$ cat src/gdfw_pkg.sv
// Shared types, codes and default sizes for the depth-first graph walker.
`timescale 1ns / 1ps

package gdfw_pkg;

    localparam int VERTEX_W         = 4;
    localparam int MAX_RESULTS      = 16;
    localparam int RESULT_CW        = $clog2(MAX_RESULTS + 1);
    localparam int DEF_MAX_VERTICES = 16;
    localparam int DEF_MAX_ENTRIES  = 128;
    localparam int DEF_STACK_DEPTH  = 16;

    localparam logic CMD_ADD_EDGE = 1'b0;
    localparam logic CMD_WALK     = 1'b1;

    typedef enum logic [1:0] {
        STATUS_OK       = 2'd0,
        STATUS_FULL     = 2'd1,
        STATUS_OVERFLOW = 2'd2
    } status_t;

    typedef enum logic [2:0] {
        ST_IDLE,
        ST_ADD_NEW_A,
        ST_ADD_LINK_A,
        ST_ADD_NEW_B,
        ST_ADD_LINK_B,
        ST_WALK_TOP,
        ST_WALK_READ,
        ST_FINISH
    } state_t;

    // Enables of the entry memory ports
    typedef struct packed {
        logic target_we;
        logic link_we;
        logic rd_en;
    } mem_ctl_t;

endpackage

$ cat src/gdfw_entry_mem.sv
// Adjacency entry memory: target vertex and next-entry link, registered read.
`timescale 1ns / 1ps

module gdfw_entry_mem #(
    parameter int MAX_ENTRIES = gdfw_pkg::DEF_MAX_ENTRIES
) (
    input  logic                                clk,
    input  gdfw_pkg::mem_ctl_t                  ctl,
    input  logic [$clog2(MAX_ENTRIES)-1:0]      wr_addr,
    input  logic [gdfw_pkg::VERTEX_W-1:0]       wr_target,
    input  logic                                wr_link_valid,
    input  logic [$clog2(MAX_ENTRIES)-1:0]      wr_link,
    input  logic [$clog2(MAX_ENTRIES)-1:0]      rd_addr,
    output logic [gdfw_pkg::VERTEX_W-1:0]       rd_target,
    output logic                                rd_link_valid,
    output logic [$clog2(MAX_ENTRIES)-1:0]      rd_link
);
    import gdfw_pkg::*;

    localparam int AW = $clog2(MAX_ENTRIES);

    logic [VERTEX_W-1:0] target_mem [MAX_ENTRIES];
    logic [AW:0]         link_mem   [MAX_ENTRIES];

    always_ff @(posedge clk)
    begin
        if (ctl.target_we)
        begin
            target_mem[wr_addr] <= wr_target;
        end
        if (ctl.link_we)
        begin
            link_mem[wr_addr] <= {wr_link_valid, wr_link};
        end
    end

    always_ff @(posedge clk)
    begin
        if (ctl.rd_en)
        begin
            rd_target                <= target_mem[rd_addr];
            {rd_link_valid, rd_link} <= link_mem[rd_addr];
        end
    end

endmodule

$ cat src/graph_depth_first_walk.sv
// Top level of the depth-first graph walker: command decode, walk sequencer and output stage.
`timescale 1ns / 1ps
//
// Usage: items enter on the s_axis group; s_axis_tuser is the command (0 add
// edge, 1 walk), s_axis_tdata carries the two vertices. Results leave on the
// m_axis group: m_axis_tdata is the vertex, m_axis_tuser the status and
// m_axis_tlast marks the final result of the item.
// One item is worked on at a time; s_axis_tready is high only while idle.
// An edge add passes through the states ADD_NEW_A, ADD_LINK_A, ADD_NEW_B
// and ADD_LINK_B before its result; a full table or an out-of-range vertex
// answers straight from idle. A walk reads each adjacency entry through the
// entry memory read port in WALK_TOP and WALK_READ; a stack pop takes only
// WALK_TOP, and FINISH ends the walk.
// Each result is held one step in a pending register so that the final one
// can be flagged; it reaches the output register when the next one appears
// or the item ends. A stalled receiver holds the output register and the
// walk waits at its next result. Reset empties all adjacency lists and the
// entry count at once; no clearing pass is needed.
//
module graph_depth_first_walk #(
    parameter int MAX_VERTICES = gdfw_pkg::DEF_MAX_VERTICES,
    parameter int MAX_ENTRIES  = gdfw_pkg::DEF_MAX_ENTRIES,
    parameter int STACK_DEPTH  = gdfw_pkg::DEF_STACK_DEPTH
) (
    input  logic        clk,
    input  logic        rst_n,
    input  logic        s_axis_tvalid,
    output logic        s_axis_tready,
    input  logic [7:0]  s_axis_tdata,   // first_vertex[3:0], second_vertex[7:4]
    input  logic        s_axis_tuser,   // command
    output logic        m_axis_tvalid,
    input  logic        m_axis_tready,
    output logic [7:0]  m_axis_tdata,   // vertex[3:0], zero[7:4]
    output logic [1:0]  m_axis_tuser,   // status
    output logic        m_axis_tlast
);
    import gdfw_pkg::*;

    localparam int VW = (MAX_VERTICES > 1) ? $clog2(MAX_VERTICES) : 1;
    localparam int AW = $clog2(MAX_ENTRIES);
    localparam int CW = $clog2(MAX_ENTRIES + 1);
    localparam int SW = $clog2(STACK_DEPTH);
    localparam int DW = $clog2(STACK_DEPTH + 1);

    // State and datapath registers
    state_t                 state_reg, state_next;
    logic [VERTEX_W-1:0]    edge_a_reg, edge_b_reg;
    logic [CW-1:0]          entry_count_reg;
    logic [AW-1:0]          list_head_reg [MAX_VERTICES];
    logic [AW-1:0]          list_tail_reg [MAX_VERTICES];
    logic [MAX_VERTICES-1:0] head_valid_reg;
    logic [MAX_VERTICES-1:0] seen_reg;
    logic [VERTEX_W-1:0]    stack_vertex_reg [STACK_DEPTH];
    logic [AW-1:0]          stack_cursor_reg [STACK_DEPTH];
    logic [STACK_DEPTH-1:0] stack_cv_reg;
    logic [DW-1:0]          walk_depth_reg;
    logic [RESULT_CW-1:0]   result_count_reg;
    logic                   pend_valid_reg;
    logic [VERTEX_W-1:0]    pend_vertex_reg;
    status_t                pend_status_reg;
    logic                   out_valid_reg;
    logic [VERTEX_W-1:0]    out_vertex_reg;
    status_t                out_status_reg;
    logic                   out_last_reg;

    // Entry memory interface
    mem_ctl_t               mem_ctl;
    logic [AW-1:0]          wr_addr, wr_link, rd_addr, rd_link;
    logic [VERTEX_W-1:0]    wr_target, rd_target;
    logic                   wr_link_valid, rd_link_valid;

    // Decoded inputs and control
    logic [VERTEX_W-1:0]    in_a, in_b;
    logic                   in_a_ok, in_b_ok, table_full;
    logic [CW:0]            count_plus2;
    logic [VERTEX_W-1:0]    owner, other;
    logic [VW-1:0]          owner_idx, w_idx, push_v_idx;
    logic [AW-1:0]          append_e;
    logic [SW-1:0]          top_idx, push_idx;
    logic                   w_ok, slot_free, can_emit;
    logic                   append_en, walk_start, push_en, pop_en, cursor_en, seen_en;
    logic                   emit_en, finish_en, out_load, count_en;
    logic [VERTEX_W-1:0]    emit_vertex, push_vertex;
    status_t                emit_status;

    assign in_a        = s_axis_tdata[3:0];
    assign in_b        = s_axis_tdata[7:4];
    assign in_a_ok     = 32'(in_a) < MAX_VERTICES;
    assign in_b_ok     = 32'(in_b) < MAX_VERTICES;
    assign count_plus2 = {1'b0, entry_count_reg} + (CW + 1)'(2);
    assign table_full  = count_plus2 > (CW + 1)'(MAX_ENTRIES);

    assign owner       = (state_reg == ST_ADD_NEW_A || state_reg == ST_ADD_LINK_A)
                         ? edge_a_reg : edge_b_reg;
    assign other       = (state_reg == ST_ADD_NEW_A || state_reg == ST_ADD_LINK_A)
                         ? edge_b_reg : edge_a_reg;
    assign owner_idx   = VW'(owner);
    assign append_e    = entry_count_reg[AW-1:0];

    assign top_idx     = SW'(walk_depth_reg - DW'(1));
    assign w_idx       = VW'(rd_target);
    assign w_ok        = (32'(rd_target) < MAX_VERTICES) && !seen_reg[w_idx];
    assign slot_free   = !out_valid_reg || m_axis_tready;
    assign can_emit    = !pend_valid_reg || slot_free;

    always_ff @(posedge clk or negedge rst_n)
    begin
        if (!rst_n)
        begin
            state_reg <= ST_IDLE;
        end
        else
        begin
            state_reg <= state_next;
        end
    end

    always_comb
    begin
        state_next    = state_reg;
        s_axis_tready = 1'b0;
        mem_ctl       = '0;
        wr_addr       = append_e;
        wr_target     = other;
        wr_link_valid = 1'b0;
        wr_link       = '0;
        rd_addr       = stack_cursor_reg[top_idx];
        append_en     = 1'b0;
        walk_start    = 1'b0;
        push_en       = 1'b0;
        push_vertex   = rd_target;
        pop_en        = 1'b0;
        cursor_en     = 1'b0;
        seen_en       = 1'b0;
        emit_en       = 1'b0;
        emit_vertex   = '0;
        emit_status   = STATUS_OK;
        count_en      = 1'b0;
        finish_en     = 1'b0;

        unique case (state_reg)
            ST_IDLE:
            begin
                s_axis_tready = 1'b1;
                if (s_axis_tvalid)
                begin
                    if (s_axis_tuser == CMD_ADD_EDGE)
                    begin
                        if (in_a_ok && in_b_ok && !table_full)
                        begin
                            state_next = ST_ADD_NEW_A;
                        end
                        else
                        begin
                            // Out-of-range vertices answer OK with nothing stored
                            emit_en     = 1'b1;
                            emit_status = (in_a_ok && in_b_ok) ? STATUS_FULL : STATUS_OK;
                            state_next  = ST_FINISH;
                        end
                    end
                    else if (in_a_ok)
                    begin
                        walk_start  = 1'b1;
                        push_en     = 1'b1;
                        push_vertex = in_a;
                        emit_en     = 1'b1;
                        emit_vertex = in_a;
                        state_next  = ST_WALK_TOP;
                    end
                end
            end
            ST_ADD_NEW_A, ST_ADD_NEW_B:
            begin
                // Store the new entry, end of list so far
                mem_ctl.target_we = 1'b1;
                mem_ctl.link_we   = 1'b1;
                state_next        = (state_reg == ST_ADD_NEW_A) ? ST_ADD_LINK_A
                                                                : ST_ADD_LINK_B;
            end
            ST_ADD_LINK_A, ST_ADD_LINK_B:
            begin
                // Chain the new entry behind the owner's old tail
                append_en       = 1'b1;
                mem_ctl.link_we = head_valid_reg[owner_idx];
                wr_addr         = list_tail_reg[owner_idx];
                wr_link_valid   = 1'b1;
                wr_link         = append_e;
                if (state_reg == ST_ADD_LINK_A)
                begin
                    state_next = ST_ADD_NEW_B;
                end
                else
                begin
                    emit_en    = 1'b1;
                    state_next = ST_FINISH;
                end
            end
            ST_WALK_TOP:
            begin
                if (walk_depth_reg == '0 || result_count_reg >= RESULT_CW'(MAX_RESULTS))
                begin
                    state_next = ST_FINISH;
                end
                else if (!stack_cv_reg[top_idx])
                begin
                    pop_en = 1'b1;
                end
                else
                begin
                    mem_ctl.rd_en = 1'b1;
                    state_next    = ST_WALK_READ;
                end
            end
            ST_WALK_READ:
            begin
                if (!w_ok)
                begin
                    cursor_en  = 1'b1;
                    state_next = ST_WALK_TOP;
                end
                else if (32'(walk_depth_reg) >= STACK_DEPTH)
                begin
                    if (can_emit)
                    begin
                        emit_en     = 1'b1;
                        emit_status = STATUS_OVERFLOW;
                        count_en    = 1'b1;
                        state_next  = ST_FINISH;
                    end
                end
                else if (can_emit)
                begin
                    cursor_en   = 1'b1;
                    seen_en     = 1'b1;
                    push_en     = 1'b1;
                    emit_en     = 1'b1;
                    emit_vertex = rd_target;
                    count_en    = 1'b1;
                    state_next  = ST_WALK_TOP;
                end
            end
            ST_FINISH:
            begin
                if (!pend_valid_reg)
                begin
                    state_next = ST_IDLE;
                end
                else if (slot_free)
                begin
                    finish_en  = 1'b1;
                    state_next = ST_IDLE;
                end
            end
            default:
            begin
                state_next = ST_IDLE;
            end
        endcase
    end

    assign out_load   = (emit_en && pend_valid_reg) || finish_en;
    assign push_idx   = walk_start ? '0 : SW'(walk_depth_reg);
    assign push_v_idx = VW'(push_vertex);

    gdfw_entry_mem #(
        .MAX_ENTRIES (MAX_ENTRIES)
    ) u_entry_mem (
        .clk           (clk),
        .ctl           (mem_ctl),
        .wr_addr       (wr_addr),
        .wr_target     (wr_target),
        .wr_link_valid (wr_link_valid),
        .wr_link       (wr_link),
        .rd_addr       (rd_addr),
        .rd_target     (rd_target),
        .rd_link_valid (rd_link_valid),
        .rd_link       (rd_link)
    );

    // Latch edge endpoints
    always_ff @(posedge clk)
    begin
        if (s_axis_tready && s_axis_tvalid)
        begin
            edge_a_reg <= in_a;
            edge_b_reg <= in_b;
        end
    end

    // Adjacency list heads and tails
    always_ff @(posedge clk or negedge rst_n)
    begin
        if (!rst_n)
        begin
            head_valid_reg  <= '0;
            entry_count_reg <= '0;
        end
        else if (append_en)
        begin
            head_valid_reg[owner_idx] <= 1'b1;
            entry_count_reg           <= entry_count_reg + CW'(1);
        end
    end

    always_ff @(posedge clk)
    begin
        if (append_en)
        begin
            list_tail_reg[owner_idx] <= append_e;
            if (!head_valid_reg[owner_idx])
            begin
                list_head_reg[owner_idx] <= append_e;
            end
        end
    end

    // Walk stack payload
    always_ff @(posedge clk)
    begin
        if (cursor_en)
        begin
            stack_cursor_reg[top_idx] <= rd_link;
            stack_cv_reg[top_idx]     <= rd_link_valid;
        end
        if (push_en)
        begin
            stack_vertex_reg[push_idx] <= push_vertex;
            stack_cursor_reg[push_idx] <= list_head_reg[push_v_idx];
            stack_cv_reg[push_idx]     <= head_valid_reg[push_v_idx];
        end
    end

    // Walk control: depth, seen map, result count
    always_ff @(posedge clk or negedge rst_n)
    begin
        if (!rst_n)
        begin
            walk_depth_reg   <= '0;
            seen_reg         <= '0;
            result_count_reg <= '0;
        end
        else
        begin
            if (walk_start)
            begin
                walk_depth_reg   <= DW'(1);
                result_count_reg <= RESULT_CW'(1);
                for (int i = 0; i < MAX_VERTICES; i++)
                begin
                    seen_reg[i] <= (i == 32'(in_a));
                end
            end
            else
            begin
                if (push_en)
                begin
                    walk_depth_reg <= walk_depth_reg + DW'(1);
                end
                else if (pop_en)
                begin
                    walk_depth_reg <= walk_depth_reg - DW'(1);
                end
                if (seen_en)
                begin
                    seen_reg[w_idx] <= 1'b1;
                end
                if (count_en)
                begin
                    result_count_reg <= result_count_reg + RESULT_CW'(1);
                end
            end
        end
    end

    // Pending result and output register
    always_ff @(posedge clk or negedge rst_n)
    begin
        if (!rst_n)
        begin
            pend_valid_reg <= 1'b0;
            out_valid_reg  <= 1'b0;
        end
        else
        begin
            if (emit_en)
            begin
                pend_valid_reg <= 1'b1;
            end
            else if (finish_en)
            begin
                pend_valid_reg <= 1'b0;
            end
            if (out_load)
            begin
                out_valid_reg <= 1'b1;
            end
            else if (m_axis_tready)
            begin
                out_valid_reg <= 1'b0;
            end
        end
    end

    always_ff @(posedge clk)
    begin
        if (emit_en)
        begin
            pend_vertex_reg <= emit_vertex;
            pend_status_reg <= emit_status;
        end
        if (out_load)
        begin
            out_vertex_reg <= pend_vertex_reg;
            out_status_reg <= pend_status_reg;
            out_last_reg   <= finish_en;
        end
    end

    assign m_axis_tvalid = out_valid_reg;
    assign m_axis_tdata  = {4'b0, out_vertex_reg};
    assign m_axis_tuser  = out_status_reg;
    assign m_axis_tlast  = out_last_reg;

    // The stack never grows past its depth
    assert property (@(posedge clk) disable iff (!rst_n)
        32'(walk_depth_reg) <= STACK_DEPTH)
        else $error("walk stack depth beyond limit");

    // The entry table never overfills
    assert property (@(posedge clk) disable iff (!rst_n)
        32'(entry_count_reg) <= MAX_ENTRIES)
        else $error("entry count beyond table size");

    // Nothing is left pending once idle
    assert property (@(posedge clk) disable iff (!rst_n)
        state_reg == ST_IDLE |-> !pend_valid_reg)
        else $error("pending result left behind at idle");

    // A result is never loaded over one the receiver has not taken
    assert property (@(posedge clk) disable iff (!rst_n)
        out_load |-> slot_free)
        else $error("output register overwritten");

    // Each walk stops within the result limit
    assert property (@(posedge clk) disable iff (!rst_n)
        32'(result_count_reg) <= MAX_RESULTS)
        else $error("result count beyond limit");

    // The top of stack is always in use when its entry is read
    assert property (@(posedge clk) disable iff (!rst_n)
        mem_ctl.rd_en |-> walk_depth_reg != '0)
        else $error("entry read with an empty stack");

endmodule
$ cat config.mk
export PLATFORM = sky130hd
export DESIGN_NAME = graph_depth_first_walk
export DESIGN_NICKNAME = d
export VERILOG_FILES = /design/src/gdfw_pkg.sv /design/src/gdfw_entry_mem.sv /design/src/graph_depth_first_walk.sv
export SDC_FILE = /design/constraint.sdc
export NUM_CORES = 2
export LEC_CHECK = 0
export BUFFER_PORTS_ARGS = -buffer_cell sky130_fd_sc_hd__buf_2
export CORE_ASPECT_RATIO = 1.25
export CORE_MARGIN = 2
export CORE_UTILIZATION = 35
export DETAILED_ROUTE_END_ITERATION = 16
export PLACE_DENSITY_LB_ADDON = 0.05
export SYNTH_ARGS = -nofsm -noshare
export SYNTH_HDL_FRONTEND = slang
export SYNTH_SLANG_ARGS = --single-unit
$ cat constraint.sdc
create_clock -name clk -period 6.5 [get_ports clk]
set_clock_uncertainty 0.05 [all_clocks]
set_input_delay 0.325 -clock clk [delete_from_list [all_inputs] [get_ports clk]]
set_output_delay 0.325 -clock clk [all_outputs]
set_load 0.005 [all_outputs]
### Yosys cells after proc, flatten, opt, wreduce, memory -nomap -nowiden

Memory sizes are Yosys's and may differ from the RTL's. A register that Yosys moved wholly into a read port is not among the register bits.
Index checks and enable logic that the tools add are counted.

* bits in registers: 92
* RAM bits: 1872
* input port bits: 13
* output and inout port bits: 13
* logic and storage cells: 199
* memories: 5

Memories
* u_entry_mem.link_mem: words 128, width 8, read ports 1, clocked after memory_dff 1, wr ports 1, RTL line gdfw_entry_mem.sv:23 `logic [AW:0] link_mem [MAX_ENTRIES];`
* u_entry_mem.target_mem: words 128, width 4, read ports 1, clocked after memory_dff 1, wr ports 1, RTL line gdfw_entry_mem.sv:22 `logic [VERTEX_W-1:0] target_mem [MAX_ENTRIES];`
* list_head_reg: words 16, width 7, read ports 1, clocked after memory_dff 0, wr ports 1, RTL line graph_depth_first_walk.sv:49 `logic [AW-1:0] list_head_reg [MAX_VERTICES];`
* list_tail_reg: words 16, width 7, read ports 1, clocked after memory_dff 0, wr ports 1, RTL line graph_depth_first_walk.sv:50 `logic [AW-1:0] list_tail_reg [MAX_VERTICES];`
* stack_cursor_reg: words 16, width 7, read ports 1, clocked after memory_dff 0, wr ports 2, RTL line graph_depth_first_walk.sv:54 `logic [AW-1:0] stack_cursor_reg [STACK_DEPTH];`

* $add $sub $neg: 5
* $lt $le $gt $ge: 12
* equality and inequality tests: 26
* mux-type cells: 109
* bitwise gates (word level): 2
* reduce and logical (&&, ||, !) cells: 24

Operator list (number)
* 16-bit 2-to-1 mux: 4
* 1-bit 2-to-1 mux: 55
* 4-bit 2-to-1 mux: 11
* 3-bit 2-to-1 mux: 13
* 16-bit bitwise mux: 2
* 4-bit == test (first input constant): 8
* 16-bit OR: 2
* 4-bit by 5-bit less-than comparator with 1-bit output (second input constant): 5
* 5-bit 2-to-1 mux: 5
* 3-bit case mux with 6 select lines: 1
* 1-bit binary-select mux with 4-bit select: 4
* 1-bit demux with 4-bit select: 4
* 3-bit by 4-bit == test with 1-bit output (first input constant): 4
* 4-bit by 1-bit >= comparator with 1-bit output (second input constant): 4
* 7-bit 2-to-1 mux: 2
* 3-bit == test (second input constant): 4
* 5-bit by 1-bit adder with 5-bit output (second input constant): 2
* 5-bit >= comparator (second input constant): 2
* 8-bit by 2-bit adder with 9-bit output (second input constant): 1
* 9-bit by 8-bit > comparator with 1-bit output (second input constant): 1
* 3-bit inequality test (second input constant): 3
* 8-bit by 1-bit adder with 8-bit output (second input constant): 1
* 2-bit by 4-bit == test with 1-bit output (first input constant): 2
* 4-bit case mux with 2 select lines: 1
* 19 further kinds: 37

### Longest topological paths before layout

* word-level depth: 10
* gate-level depth with buffers: 19
* mapped depth without buffers: 10

### By module

A second synthesis with hierarchy kept.

* cells, all modules: 4266
* area, all modules: 81697.1 sq um

By module, submodules not included
* gdfw_entry_mem: instances 1, cells an instance 2511, area an instance 59787.3 sq um, seq. area each 46484.6 sq um
* graph_depth_first_walk: instances 1, cells an instance 1755, area an instance 21909.8 sq um, seq. area each 12416.9 sq um

### Worst setup path after synthesis

No wires, ideal clock.

* path kind: register to register
* start: register state_reg[2]
* end: register entry_count_reg[6]
* arrival: 5.808 ns
* data required time: 6.298 ns
* path slack: 0.490 ns
* cell stages (with the launch flop): 11
* buffers on the path: 3
* clock period less this slack: 6.010 ns
* cell sequence: dfrtp_1 -> clkbuf_1 -> xor2_1 -> nand2b_1 -> clkbuf_1 -> inv_1 -> clkbuf_1 -> and2_1 -> nand3_1 -> nor2_1 -> xor2_1

* cells in the longest elaborated chain, start to end: 3
* elaborated cells on any way between the ends: 4
* classes of those cells: eq/ne (2); mux (1); reduce/logical (1)

Ends and longest elaborated chain
* start: declaration: RTL line graph_depth_first_walk.sv:46 `state_t state_reg, state_next;`
* start signal: assignment: RTL line graph_depth_first_walk.sv:114 `state_reg <= state_next;`
* 3-bit by 2-bit == test with 1-bit output / 3-bit == test (equally long branches): RTL line graph_depth_first_walk.sv:141 `unique case (state_reg)`
* 2-bit OR reduction (*): RTL line graph_depth_first_walk.sv:141
* 1-bit 2-to-1 mux (*): RTL line graph_depth_first_walk.sv:141
* via append_en: RTL line graph_depth_first_walk.sv:81 `logic append_en, walk_start, push_en, pop_en, cursor_en, seen_en;`
* end signal: assignment: RTL line graph_depth_first_walk.sv:301 `entry_count_reg <= entry_count_reg + CW'(1);`
* end: declaration: RTL line graph_depth_first_walk.sv:48 `logic [CW-1:0] entry_count_reg;`

The timed path passes the listed nets; every way through them passes the cells marked *.
A chain may end at the register's enable or synchronous reset.

### Worst setup path in the final report

* start: register walk_depth_reg[1]
* end: register u_entry_mem.rd_link_valid (read register of u_entry_mem.link_mem), data pin

* cells in the longest elaborated chain, start to end: 6
* elaborated cells on any way between the ends: 9
* classes of those cells: add/sub (1); mux (5); reduce/logical (2); memory (1)

Ends and longest elaborated chain
* start: declaration: RTL line graph_depth_first_walk.sv:56 `logic [DW-1:0] walk_depth_reg;`
* start signal: assignment: RTL line graph_depth_first_walk.sv:357 `walk_depth_reg <= walk_depth_reg + DW'(1);`
* start signal: assignment: RTL line graph_depth_first_walk.sv:361 `walk_depth_reg <= walk_depth_reg - DW'(1);`
* 5-bit by 1-bit subtractor with 5-bit output
* 1-bit binary-select mux with 4-bit select: RTL line graph_depth_first_walk.sv:204 `else if (!stack_cv_reg[top_idx])`
* 1-bit 2-to-1 mux (implied by the code): RTL line graph_depth_first_walk.sv:204
* 1-bit 2-to-1 mux: RTL line graph_depth_first_walk.sv:204
* 1-bit 2-to-1 mux: RTL line graph_depth_first_walk.sv:200 `if (walk_depth_reg == '0 || result_count_reg >= RESULT_CW'(MAX_RESULTS))`
* 1-bit 2-to-1 mux: RTL line graph_depth_first_walk.sv:141
* end: declaration: RTL line gdfw_entry_mem.sv:15 `output logic rd_link_valid,`

Several ways; a longest one is shown, not always the timed one. The select of a mux whose other input is x is not followed.

==> impl_metrics.json <==
{
  "outcome": "finished clean",
  "portBuffers": 21,
  "ant_nets": 0,
  "fmax_ghz": 0.174,
  "rsz0062_at_grt": "false",
  "detail_route.drc_violations": 0,
  "cts_made_buffers": 216,
  "ys.flop_type": "edfxtp_1",
  "die_h_um": 578,
  "layoutNonFillerInstCount": 10348,
  "vias": 60194,
  "largestRegisters": "u_entry_mem.link_mem x1024, u_entry_mem.target_mem x512",
  "gp_congestion": 0.782,
  "ys_seq_area_share_pct": 63.9,
  "place_ws_ns": 0.810,
  "start_util_pct": 35.2,
  "required_ns": 7.19,
  "cp_slowest_stage_delay_ns": 0.97,
  "cts.sinks": 1976,
  "hp-class": "in -> async",
  "grt_overflow": 0,
  "grt_use_met1_pct": 29.5,
  "dp_hpwl_um": 180000,
  "dr.pass1.iters": 5,
  "maxSlewHeadroom_pct": 16.0,
  "gr-usage-met2_pct": 39.1,
  "cap_violations": 0,
  "synth_edf_count": 1905,
  "final_nets": 6701,
  "ctsResizeCount": 0,
  "drv_slew": 0,
  "dp.cells": 9945,
  "grt_pass1_vias": 60031,
  "hold_viol": 0,
  "yosys.cell_types.count": 79,
  "ff2ff_path_depth": 15,
  "syn_avg_cell_area_um2": 13.7,
  "globalRoute.busiestLayer": "met2",
  "crit_top_cell": "buf_4",
  "critPathLaunchType": "register",
  "routed_wl_um": 307000,
  "area_growth_pct": 13.7,
  "worst-path-buf-inv": 6,
  "cp.depth": 15,
  "clk_pin_slew_worst_paths_ns": 0.06,
  "std_cell_rows": 210,
  "drtIter0Drc": 5050,
  "core-area_um2": 262000,
  "root_buffer": "clkbuf_16",
  "htreeDepth": 4,
  "final_core_util_pct": 40.0,
  "wire_per_inst_um": 29.6,
  "fin_ws_ns": 0.768,
  "fin_crit_sh_pct": 88.2,
  "antenna_found_initial": 6,
  "met3_usage_pct": 2.20,
  "worst_setup_path_end_kind": "register",
  "ioPinCount": 26,
  "die_w_um": 463,
  "grt_pass1_wl_um": 444000,
  "syn_area_um2": 92100,
  "syn_inst": 6718,
  "yosysWarnings": 0,
  "synth-seq-cells": 1976,
  "worstMarginPinSlew_ns": 1.26,
  "drive_above_1_share_pct": 15.4,
  "clk-insertion-delay-late_ns": 0.89,
  "critPathKind": "reg -> reg",
  "crit_path_max_fanout": 37,
  "via_per_inst": 5.82,
  "period_needed_ns": 5.73,
  "regMostFlops": "u_entry_mem.link_mem",
  "clockBufferDepth": 4,
  "crit_family": "multiplexers",
  "arrival_ns": 6.42,
  "largest_reg_flops": 1024,
  "crit_chain": "buf_4 > inv_1 > ha_1 > buf_4 > mux4_2 > mux2i_1 > mux2_8 > buf_12 > buf_4 > nor4_1 > o211ai_1 > o2111ai_1 > nor4_2 > buf_4 > and3_1",
  "synthArstFlopShare_pct": 2.78,
  "die_area_um2": 267000,
  "cts_tree": "built",
  "final.setup.tns_ns": 0,
  "grt_use_total_pct": 22.3,
  "slowest_stage": "nor4_2",
  "finalSetupViolCount": 0,
  "grt_max_degree": 168
}
-- worst reg2reg max path, delay by kind of cell, from the launching register on --
family	cells	cell delay [ns]
adders and majority gates	1	0.37
muxes	3	1.42
DFF	1	0.32
buffers and inverters	6	1.54
and+or+nand+nor	3	1.23
AOI/OAI and AO/OA	2	0.67
-- layer usage --
layer  share of wire [%]  vias up  wire length, µm
met5                   0        -                0
met4                 2.6        0             7990
met3                 3.9      397            11900
met2                  50     1537           154000
met1                  43    31581           132000
li1                    -    26679                -
-- repair_timing --
item,in CTS,in global routing
buffers inserted,0,0
hold buffers,13,0
hold endpoints to repair,99,0
-- cell usage after synthesis, types with 20 or more instances --
master,count,area (µm²)
a21oi_1,130,651
o221ai_1,73,639
and3_1,345,2160
nor2_1,75,282
o21ai_0,368,1840
nand4_1,20,125
edfxtp_1,1905,57200
or2_2,23,144
mux4_2,102,2300
clkbuf_1,494,1850
o211ai_1,148,1110
nor4_1,595,3720
nand3_1,314,1570
dfrtp_1,55,1380
nor3b_1,316,2370
buf_4,42,315
nor3_1,36,180
o2111ai_1,34,298
nand2_1,261,980
a311oi_1,25,219
o22ai_1,30,188
mux2_2,117,1320
mux2i_1,830,8310
buf_2,127,636
-- cells by family after synthesis --
family,count (synthesis),synth area share (%)
mux,1059,13.1
compound gates,890,6.12
buf+inv,695,3.23
flops,1976,63.9
xor+xnor,19,0.189
other cells,1,0.00407
simple gates,2068,13.2
fa+ha+maj,10,0.136
-- layout make-up --
cell class                 count  area [µm²]
antenna                        3        7.51
clock buffer                 284        5850
clock inverter               103         759
fill                       24329      157000
inverter                       7        31.3
multi-input combinational   4050       31000
sequential                  1976       58900
tap                         3498        4380
timing repair buffer         427        3860
-- cells in the final DEF, fill, tap and decap left out, types with 25 or more instances in the layout --
cell       netlist  layout
a311oi_1        25      25
buf_4           42     339
clkinv_2         0      41
edfxtp_1      1905    1905
mux4_2         102     102
nor3b_1        316     316
o211ai_1       148     148
o2111ai_1       34      34
nand3_1        314     314
o22ai_1         30      29
nor4_2           3      38
nor2_1          75      74
buf_12           0      54
nor3_1          36      36
mux2_2         117     111
o221ai_1        73      73
nand2_1        261     256
dfrtp_1         55      54
mux2i_1        830     821
clkbuf_1       494      56
a21oi_1        130     124
nor4_1         595     557
clkbuf_16        0     222
and3_1         345     344
clkinv_1         1      46
o21ai_0        368     368
-- stage by stage --
stage	hold WS [ns]	instance area [µm²]
final	0.119	105000
after global routing	0.0804	105000
after CTS	0.0437	105000
after detailed placement	0.364	98000
after global placement	0.363	98000
after floorplan	-0.0206	92100
-- path summary, 6_finish.rpt --
check / startpoint / endpoint / slack (ns)
max: walk_depth_reg[1]$_DFFE_PN0P_ / u_entry_mem.rd_link_valid$_DFFE_PP_ / 0.77
min: rst_n / seen_reg[11]$_DFFE_PN0P_ / 0.12
max reg2reg: walk_depth_reg[1]$_DFFE_PN0P_ / u_entry_mem.rd_link_valid$_DFFE_PP_ / 0.77
min reg2reg: pend_status_reg[0]$_DFFE_PP_ / m_axis_tuser[0]$_DFFE_PP_ / 0.38
max in group asynchronous: rst_n / walk_depth_reg[0]$_DFFE_PN0P_ / 5.65
min in group clk: s_axis_tdata[4] / edge_b_reg[0]$_DFFE_PP_ / 0.12
Power is not shown: default switching activity piles up to over one toggle a cycle in this logic, so the estimate is an artifact.
